==> src/rtl/lra_pkg.sv <==
// ----------------------------------------------------------------------------
// lra_pkg: shared types and constants of the liveness register allocator
// Sizes of the register file, the request and result beats, the store control
// bundle and the sequencer states.
// ----------------------------------------------------------------------------
package lra_pkg;

	localparam int NUM_REGS   = 64;
	localparam int INDEX_BITS = 16;
	localparam int COMPS      = 4;
	localparam int REG_BITS   = (NUM_REGS > 1) ? $clog2(NUM_REGS) : 1;
	localparam int LEN_W      = $clog2(NUM_REGS + 1);
	localparam int NEED_W     = $clog2(COMPS + 1);

	localparam logic STATUS_OK   = 1'b0;
	localparam logic STATUS_FULL = 1'b1;

	typedef enum logic [1:0] {
		REQ_CLEAR  = 2'd0,
		REQ_SINGLE = 2'd1,
		REQ_RANGE  = 2'd2,
		REQ_NOP    = 2'd3
	} req_type_t;

	typedef enum logic [1:0] {
		ST_IDLE,
		ST_SCAN,
		ST_STAMP
	} state_t;

	typedef logic [INDEX_BITS-1:0] index_t;
	typedef logic [COMPS-1:0][INDEX_BITS-1:0] row_t;

	typedef struct packed {
		logic [1:0]  req_type;
		logic [15:0] first_def;
		logic [15:0] last_use;
		logic [6:0]  count;
	} req_t;

	typedef struct packed {
		logic [5:0] reg_id;
		logic [3:0] write_mask;
		logic       status;
	} res_t;

	typedef struct packed {
		logic                clear;
		logic                rd_en;
		logic [REG_BITS-1:0] rd_addr;
		logic                wr_en;
		logic [REG_BITS-1:0] wr_addr;
		row_t                wr_data;
	} store_ctl_t;

	typedef struct packed {
		logic [COMPS-1:0] mask;
		logic             ok;
		logic             all_free;
	} fit_t;

endpackage

==> src/rtl/liveness_register_allocator.sv <==
// ----------------------------------------------------------------------------
// liveness_register_allocator: first-fit register allocator
// A request beat is taken when start is high and busy is low. Each request
// gives exactly one result beat, shown on result for one cycle with done
// high; the receiver cannot hold it off.
// A clear, an unknown request or a request with a bad count answers in the
// cycle after it is taken. Other requests scan the register file one
// register per cycle through the single store read port and the fit check.
// A single-register request answers once it finds the first register that
// fits, or after the last register misses. A range request scans up to the
// end of the first run of count free registers, then writes those registers
// one per cycle and answers in the cycle after the last write. Busy stays
// high while a request scans or writes the store, so at most one such
// request is in flight.
// Reset and a clear request both empty the store at once by dropping the
// row valid bits; no clearing pass is needed.
// ----------------------------------------------------------------------------
module liveness_register_allocator (
	input  logic          clk,
	input  logic          arst_n,
	input  logic          start,
	input  lra_pkg::req_t req,
	output logic          busy,
	output logic          done,
	output lra_pkg::res_t result
);

	lra_pkg::state_t state_q, state_nx;
	lra_pkg::req_t req_q;
	logic [lra_pkg::LEN_W-1:0] rd_q, run_start_q, run_len_q, cnt_q, left_q;
	logic [lra_pkg::REG_BITS-1:0] ev_q, wr_q;
	logic ev_vld_q;
	logic done_q;
	lra_pkg::res_t res_q, res_nx;

	lra_pkg::store_ctl_t ctl;
	lra_pkg::row_t rd_data;
	lra_pkg::fit_t fit;
	lra_pkg::index_t fw_idx, lr_idx;

	logic accept, is_single, is_range, ok_single, ok_range, go_scan, imm_done;
	logic single_q, eval, last_row, hit_single, hit_range, miss, stamp_last;
	logic [lra_pkg::LEN_W-1:0] run_len_nx;

	lra_store u_store (
		.clk     (clk),
		.arst_n  (arst_n),
		.ctl     (ctl),
		.rd_data (rd_data)
	);

	lra_fit u_fit (
		.row       (rd_data),
		.first_def (fw_idx),
		.need      (lra_pkg::NEED_W'(req_q.count)),
		.fit       (fit)
	);

	assign fw_idx = lra_pkg::INDEX_BITS'(req_q.first_def);
	assign lr_idx = lra_pkg::INDEX_BITS'(req_q.last_use);

	always_comb begin
		accept     = start && (state_q == lra_pkg::ST_IDLE);
		is_single  = (req.req_type == lra_pkg::REQ_SINGLE);
		is_range   = (req.req_type == lra_pkg::REQ_RANGE);
		ok_single  = (req.count != '0) && ({25'd0, req.count} <= 32'(lra_pkg::COMPS));
		ok_range   = (req.count != '0) && ({25'd0, req.count} <= 32'(lra_pkg::NUM_REGS));
		go_scan    = accept && ((is_single && ok_single) || (is_range && ok_range));
		imm_done   = accept && !go_scan;
		single_q   = (req_q.req_type == lra_pkg::REQ_SINGLE);
		eval       = (state_q == lra_pkg::ST_SCAN) && ev_vld_q;
		last_row   = (ev_q == lra_pkg::REG_BITS'(lra_pkg::NUM_REGS - 1));
		run_len_nx = run_len_q + 1'b1;
		hit_single = eval && single_q && fit.ok;
		hit_range  = eval && !single_q && fit.all_free && (run_len_nx == cnt_q);
		miss       = eval && last_row && !hit_single && !hit_range;
		stamp_last = (state_q == lra_pkg::ST_STAMP) && (left_q == lra_pkg::LEN_W'(1));
	end

	always_comb begin
		state_nx = state_q;
		case (state_q)
			lra_pkg::ST_IDLE: begin
				if (go_scan) begin
					state_nx = lra_pkg::ST_SCAN;
				end
			end
			lra_pkg::ST_SCAN: begin
				if (hit_range) begin
					state_nx = lra_pkg::ST_STAMP;
				end else if (hit_single || miss) begin
					state_nx = lra_pkg::ST_IDLE;
				end
			end
			lra_pkg::ST_STAMP: begin
				if (stamp_last) begin
					state_nx = lra_pkg::ST_IDLE;
				end
			end
			default: state_nx = lra_pkg::ST_IDLE;
		endcase
	end

	always_comb begin
		ctl.clear   = accept && (req.req_type == lra_pkg::REQ_CLEAR);
		ctl.rd_en   = (state_q == lra_pkg::ST_SCAN) &&
			(rd_q < lra_pkg::LEN_W'(lra_pkg::NUM_REGS));
		ctl.rd_addr = rd_q[lra_pkg::REG_BITS-1:0];
		ctl.wr_en   = hit_single || (state_q == lra_pkg::ST_STAMP);
		ctl.wr_addr = (state_q == lra_pkg::ST_STAMP) ? wr_q : ev_q;
		for (int c = 0; c < lra_pkg::COMPS; c++) begin
			if ((state_q == lra_pkg::ST_STAMP) || fit.mask[c]) begin
				ctl.wr_data[c] = lr_idx;
			end else begin
				ctl.wr_data[c] = rd_data[c];
			end
		end

		res_nx = '0;
		if (imm_done) begin
			res_nx.status = (is_single || is_range) ? lra_pkg::STATUS_FULL
				: lra_pkg::STATUS_OK;
		end else if (hit_single) begin
			res_nx.reg_id     = 6'(ev_q);
			res_nx.write_mask = fit.mask;
		end else if (stamp_last) begin
			res_nx.reg_id     = 6'(run_start_q);
			res_nx.write_mask = '1;
		end else if (miss) begin
			res_nx.status = lra_pkg::STATUS_FULL;
		end
	end

	always_ff @(posedge clk or negedge arst_n) begin
		if (!arst_n) begin
			state_q  <= lra_pkg::ST_IDLE;
			ev_vld_q <= 1'b0;
			done_q   <= 1'b0;
		end else begin
			state_q  <= state_nx;
			ev_vld_q <= ctl.rd_en;
			done_q   <= imm_done || hit_single || miss || stamp_last;
		end
	end

	always_ff @(posedge clk) begin
		res_q <= res_nx;
		ev_q  <= rd_q[lra_pkg::REG_BITS-1:0];
		if (accept) begin
			req_q       <= req;
			cnt_q       <= lra_pkg::LEN_W'(req.count);
			rd_q        <= '0;
			run_len_q   <= '0;
			run_start_q <= '0;
		end else if (state_q == lra_pkg::ST_SCAN) begin
			if (ctl.rd_en) begin
				rd_q <= rd_q + 1'b1;
			end
			if (eval && !single_q) begin
				if (fit.all_free) begin
					run_len_q <= run_len_nx;
				end else begin
					run_len_q   <= '0;
					run_start_q <= lra_pkg::LEN_W'(ev_q) + 1'b1;
				end
			end
		end
		if (hit_range) begin
			wr_q   <= run_start_q[lra_pkg::REG_BITS-1:0];
			left_q <= cnt_q;
		end else if (state_q == lra_pkg::ST_STAMP) begin
			wr_q   <= wr_q + 1'b1;
			left_q <= left_q - 1'b1;
		end
	end

	assign busy   = (state_q != lra_pkg::ST_IDLE);
	assign done   = done_q;
	assign result = res_q;

	a_done_idle: assert property (@(posedge clk) disable iff (!arst_n)
		done |-> !busy)
		else $error("result beat while a request is still in progress");

	a_full_empty: assert property (@(posedge clk) disable iff (!arst_n)
		(done && (result.status == lra_pkg::STATUS_FULL)) |->
		((result.write_mask == '0) && (result.reg_id == '0)))
		else $error("no-room result carries a register or mask");

	a_range_mask: assert property (@(posedge clk) disable iff (!arst_n)
		(done && (result.status == lra_pkg::STATUS_OK) &&
		(req_q.req_type == lra_pkg::REQ_RANGE) && $past(state_q == lra_pkg::ST_STAMP)) |->
		(result.write_mask == 4'hF))
		else $error("range result without a full write mask");

	a_stamp_left: assert property (@(posedge clk) disable iff (!arst_n)
		(state_q == lra_pkg::ST_STAMP) |-> (left_q != '0))
		else $error("range write phase with no registers left");

endmodule

==> src/rtl/lra_store.sv <==
// ----------------------------------------------------------------------------
// lra_store: component lifetime store
// One row per register holding the last-read index of each component. A row
// valid bit per register makes a cleared row read as all zero.
// ----------------------------------------------------------------------------
module lra_store (
	input  logic                clk,
	input  logic                arst_n,
	input  lra_pkg::store_ctl_t ctl,
	output lra_pkg::row_t       rd_data
);

	lra_pkg::row_t mem [lra_pkg::NUM_REGS];
	logic [lra_pkg::NUM_REGS-1:0] valid_q;
	lra_pkg::row_t rdata_q;
	logic rvld_q;

	always_ff @(posedge clk) begin
		if (ctl.wr_en) begin
			mem[ctl.wr_addr] <= ctl.wr_data;
		end
		if (ctl.rd_en) begin
			rdata_q <= mem[ctl.rd_addr];
		end
	end

	always_ff @(posedge clk or negedge arst_n) begin
		if (!arst_n) begin
			valid_q <= '0;
			rvld_q  <= 1'b0;
		end else begin
			if (ctl.clear) begin
				valid_q <= '0;
			end else if (ctl.wr_en) begin
				valid_q[ctl.wr_addr] <= 1'b1;
			end
			if (ctl.rd_en) begin
				rvld_q <= valid_q[ctl.rd_addr];
			end
		end
	end

	assign rd_data = rvld_q ? rdata_q : '0;

endmodule

==> src/rtl/lra_fit.sv <==
// ----------------------------------------------------------------------------
// lra_fit: per-register fit check
// Compares the four components of one row against the first-write index and
// picks the lowest free components that the request needs.
// ----------------------------------------------------------------------------
module lra_fit (
	input  lra_pkg::row_t                row,
	input  lra_pkg::index_t              first_def,
	input  logic [lra_pkg::NEED_W-1:0]   need,
	output lra_pkg::fit_t                fit
);

	logic [lra_pkg::COMPS-1:0] free;
	logic [lra_pkg::COMPS-1:0] mask;
	logic [lra_pkg::NEED_W-1:0] got;

	always_comb begin
		got  = '0;
		mask = '0;
		for (int c = 0; c < lra_pkg::COMPS; c++) begin
			free[c] = (row[c] <= first_def);
			if (free[c] && (got < need)) begin
				mask[c] = 1'b1;
				got     = got + 1'b1;
			end
		end
		fit.mask     = mask;
		fit.ok       = (got == need);
		fit.all_free = &free;
	end

endmodule

==> config.mk <==
export PLATFORM = sky130hd
export DESIGN_NAME = liveness_register_allocator
export DESIGN_NICKNAME = d
export VERILOG_FILES = /design/src/rtl/lra_pkg.sv /design/src/rtl/liveness_register_allocator.sv /design/src/rtl/lra_store.sv /design/src/rtl/lra_fit.sv
export SDC_FILE = /design/constraint.sdc
export NUM_CORES = 2
export LEC_CHECK = 0
export BUFFER_PORTS_ARGS = -buffer_cell sky130_fd_sc_hd__clkbuf_2
export CAP_MARGIN = 20
export CORE_UTILIZATION = 40
export CTS_BUF_LIST = sky130_fd_sc_hd__clkbuf_4 sky130_fd_sc_hd__clkbuf_8
export DETAILED_ROUTE_END_ITERATION = 6
export PLACE_DENSITY = 0.64
export SKIP_LAST_GASP = 1
export SYNTH_ARGS = -nofsm -noshare
export SYNTH_HDL_FRONTEND = slang
export SYNTH_SLANG_ARGS = --single-unit
export TNS_END_PERCENT = 1
==> constraint.sdc <==
create_clock -name clk -period 16.65 [get_ports clk]
set_clock_uncertainty 0.2 [all_clocks]
set_input_delay 1.665 -clock clk [delete_from_list [all_inputs] [get_ports clk]]
set_output_delay 1.665 -clock clk [all_outputs]
set_load 0.01 [all_outputs]
==> results.json <==
{
  "grt_overflow": 0,
  "globalplace.congestion": 0.905,
  "start_util": 0.403,
  "power_density_nw_per_um2": 160,
  "max_freq_mhz": 102,
  "slew_viol_final": 0,
  "vdd_drop_max_mv": 0.146,
  "final-seq-area_um2": 129000,
  "track_usage": 0.223,
  "clkTransAtPathRegs_ns": 0.06,
  "cts_tree": "done",
  "die_area_um2": 420000,
  "yosysTopAreaCell": "edfxtp_1",
  "synthesis.nets": 7049,
  "end_kind": "flop",
  "worst_setup_path_start_kind": "flop",
  "ys_types": 70,
  "seqPwrFrac": 0.450,
  "cts_buffer_depth": 4,
  "min_to": "u_store.valid_q[37]",
  "syn2layout_area_growth_pct": 12.9,
  "rows": 236,
  "via_count": 80821,
  "r2r_cells": 23,
  "crit_type": "flop to flop",
  "tightest_slew_ns": 1.24,
  "setup_ws_ns": 6.81,
  "clock-sinks": 4320,
  "hold_ws_ns": 0.285,
  "synth-edff-count": 4214,
  "fin_setup_tns_ns": 0,
  "multi_input_area_um2": 37200,
  "status": "finished, final reports clean",
  "place_hpwl_um": 285000,
  "min_path_type": "flop to flop",
  "worstPathMaxFanout": 65,
  "rsz0062_at_grt": "false",
  "pwr-share-clk": 0.290,
  "nFillCells": 33712,
  "fin_crit_ns": 9.84,
  "first_pass_iters": 6,
  "finalHoldViolCount": 0,
  "drc": 0,
  "swShare": 0.313,
  "critPathArrivalTime_ns": 10.42,
  "clk_latency_ns": 1.23,
  "avgRoutedWirePerCell_um": 35.0,
  "synthTopCellsByArea": "edfxtp_1 76%, mux4_2 18%, dfrtp_1 1.0%",
  "combPwrFrac": 0.261,
  "ioPinCount": 57,
  "viasPerCell": 5.97,
  "cts_hold_buf": 0,
  "grt_pass1_vias": 79486,
  "synth_cells": 6926,
  "antenna_found_initial": 71,
  "postRouteAntennaNets": 0,
  "die_w_um": 648,
  "drive_above_1_share": 0.353,
  "grt_pass1_wl_um": 652000,
  "routed_wl_um": 473000,
  "worstHoldStart": "u_store.valid_q[37]",
  "portBuffers": 56,
  "place_ws_ns": 6.97,
  "fin_nets": 7633,
  "grt_max_degree": 137,
  "crit_required_ns": 17.23,
  "synth.yosys.seq_area_share": 0.772,
  "cts.repair.resized": 0,
  "leakage_nw": 57.9,
  "internal_power_mw": 20.8,
  "post_cts_buffers": 0,
  "r2r-end": "u_store.mem[38][22]",
  "slew_headroom": 0.171,
  "core-area_um2": 414000,
  "drt_iter0_drc": 11644,
  "cts_max_level": 6,
  "ys_seq_elements": 4320,
  "synth_top_area_share": 0.758,
  "cts-root-buf": "clkbuf_8",
  "synth-async-reset-ratio": 0.0160,
  "min_path_cells": 2,
  "maxCapViolCount": 0,
  "timing.rr.start": "u_store.rvld_q",
  "synthFlopType": "edfxtp_1",
  "r2r_slack_ns": 6.81,
  "die_h_um": 648,
  "avgSynthCellArea_um2": 24.1,
  "p_switching_mw": 9.45,
  "cts_inserted_buffers": 676,
  "fin_crit_sh": 0.591,
  "setup_viol": 0,
  "syn_area_um2": 167000,
  "synth_warnings": 0
}
-- stage by stage --
| step | util | instances | total power [mW] | instance area (µm²) |
|---|---|---|---|---|
| 3_3_place_gp | 0.422 | 12286 | 21.6 | 175000 |
| 5_1_grt | 0.455 | 13514 | 31.1 | 189000 |
| 3_5_place_dp | 0.423 | 12302 | 21.7 | 175000 |
| 6_report | 0.455 | 13528 | 30.2 | 189000 |
| 4_1_cts | 0.455 | 13492 | 30.4 | 188000 |
| 2_1_floorplan | - | 6926 | 18.2 | 167000 |
-- synth_stat cells, drive strengths merged (3+ instances only) --
master  number
a2111o       3
a211oi       3
a21boi       4
a21o         9
a21oi       57
a22o         8
a311oi       5
a31oi        9
a32oi       10
and2        64
and3         6
buf        109
clkbuf     254
dfrtp       69
dfxtp       37
edfxtp    4214
ha          79
inv         32
mux2        70
mux2i        7
mux4      1365
nand2      133
nand2b      12
nand3       21
nand4       18
nor2       105
nor2b        9
nor3        29
nor3b        6
nor4         8
o211ai       6
o21a         7
o21ai       58
o31ai       33
or2          4
or3          6
xnor2       21
xor2        10
-- flip-flops by register name, indices dropped and copies added (netlist names), 7 cells and up --
register	flops
cnt_q	7
fw_idx	16
left_q	7
lr_idx	16
rd_q	7
result	11
run_len_q	7
u_store.mem	4096
u_store.rdata_q	64
u_store.valid_q	64
-- metal layers --
layer	GRT usage	share of wire	up-vias
li1	-	-	31227
met1	0.304	0.38	43880
met2	0.347	0.47	4876
met3	0.0493	0.10	800
met4	0.0998	0.048	38
met5	0	0.00055	-
-- area by class of cell --
type                    instances  share of cell area
diodes                         32            0.000425
clock inverters               288              0.0104
well taps                    5474              0.0363
inverters                      32            0.000644
flip-flops and latches       4320               0.684
repair buffers                269              0.0121
clock buffers                 902              0.0588
multi-input cells            2211               0.197
-- cells by family after synthesis --
| family | share of synthesized area |
|---|---|
| flops | 0.772 |
| xor+xnor | 0.00163 |
| simple gates | 0.0122 |
| compound gates | 0.00943 |
| buf+inv | 0.00911 |
| mux | 0.189 |
| fa+ha+maj | 0.00592 |
-- cells in the final DEF, fill, tap and decap left out, drive strengths merged, types with 58 or more instances in the layout --
master  count
inv        59
nor2      105
edfxtp   4214
clkinv    228
and2       64
mux2       70
nand2     133
mux4     1365
clkbuf    957
buf       214
dfrtp      69
o21ai      58
ha         79
-- power groups by stage --
stage | Sequential [mW] | Combinational, mW | Clock (mW)
4_1_cts | 13.6 | 7.92 | 8.88
6_report | 13.6 | 7.87 | 8.76
3_3_place_gp | 13.8 | 7.79 | 0
3_5_place_dp | 13.8 | 7.90 | 0
5_1_grt | 13.6 | 8.13 | 9.33
2_1_floorplan | 13.7 | 4.50 | 0
-- worst max path at each step --
| stage | from | slack (ns) | to |
|---|---|---|---|
| 2_1_floorplan | u_store.rvld_q | 4.34 | u_store.mem[37][0] |
| 3_3_place_gp | u_store.rvld_q | 6.64 | u_store.mem[40][15] |
| 3_5_place_dp | u_store.rvld_q | 6.97 | u_store.mem[36][26] |
| 4_1_cts | u_store.rvld_q | 6.96 | u_store.mem[36][10] |
| 5_1_grt | u_store.rvld_q | 6.33 | u_store.mem[38][23] |
| 6_report | u_store.rvld_q | 6.81 | u_store.mem[38][22] |
-- worst max-delay path, stage by stage, from the launching register on --
cell       delay [ns]
dfrtp_4          0.85
and2_1           0.26
ha_1             0.28
a22o_1           0.25
a2111oi_0        0.36
o21ai_0          0.24
o221a_2          0.37
o21a_1           0.23
or2_2            0.38
ha_1             0.34
nand2b_1         0.20
a21oi_1          0.22
o21ai_0          0.16
o31a_1           0.36
nor2_1           0.16
ha_1             0.29
a211oi_2         0.54
nand3_1          0.18
xnor2_1          0.47
a31oi_4          0.49
buf_4            0.52
nor3_2           0.63
buf_4            0.60
buf_4            0.63
Power figures use the tool's default switching activity.
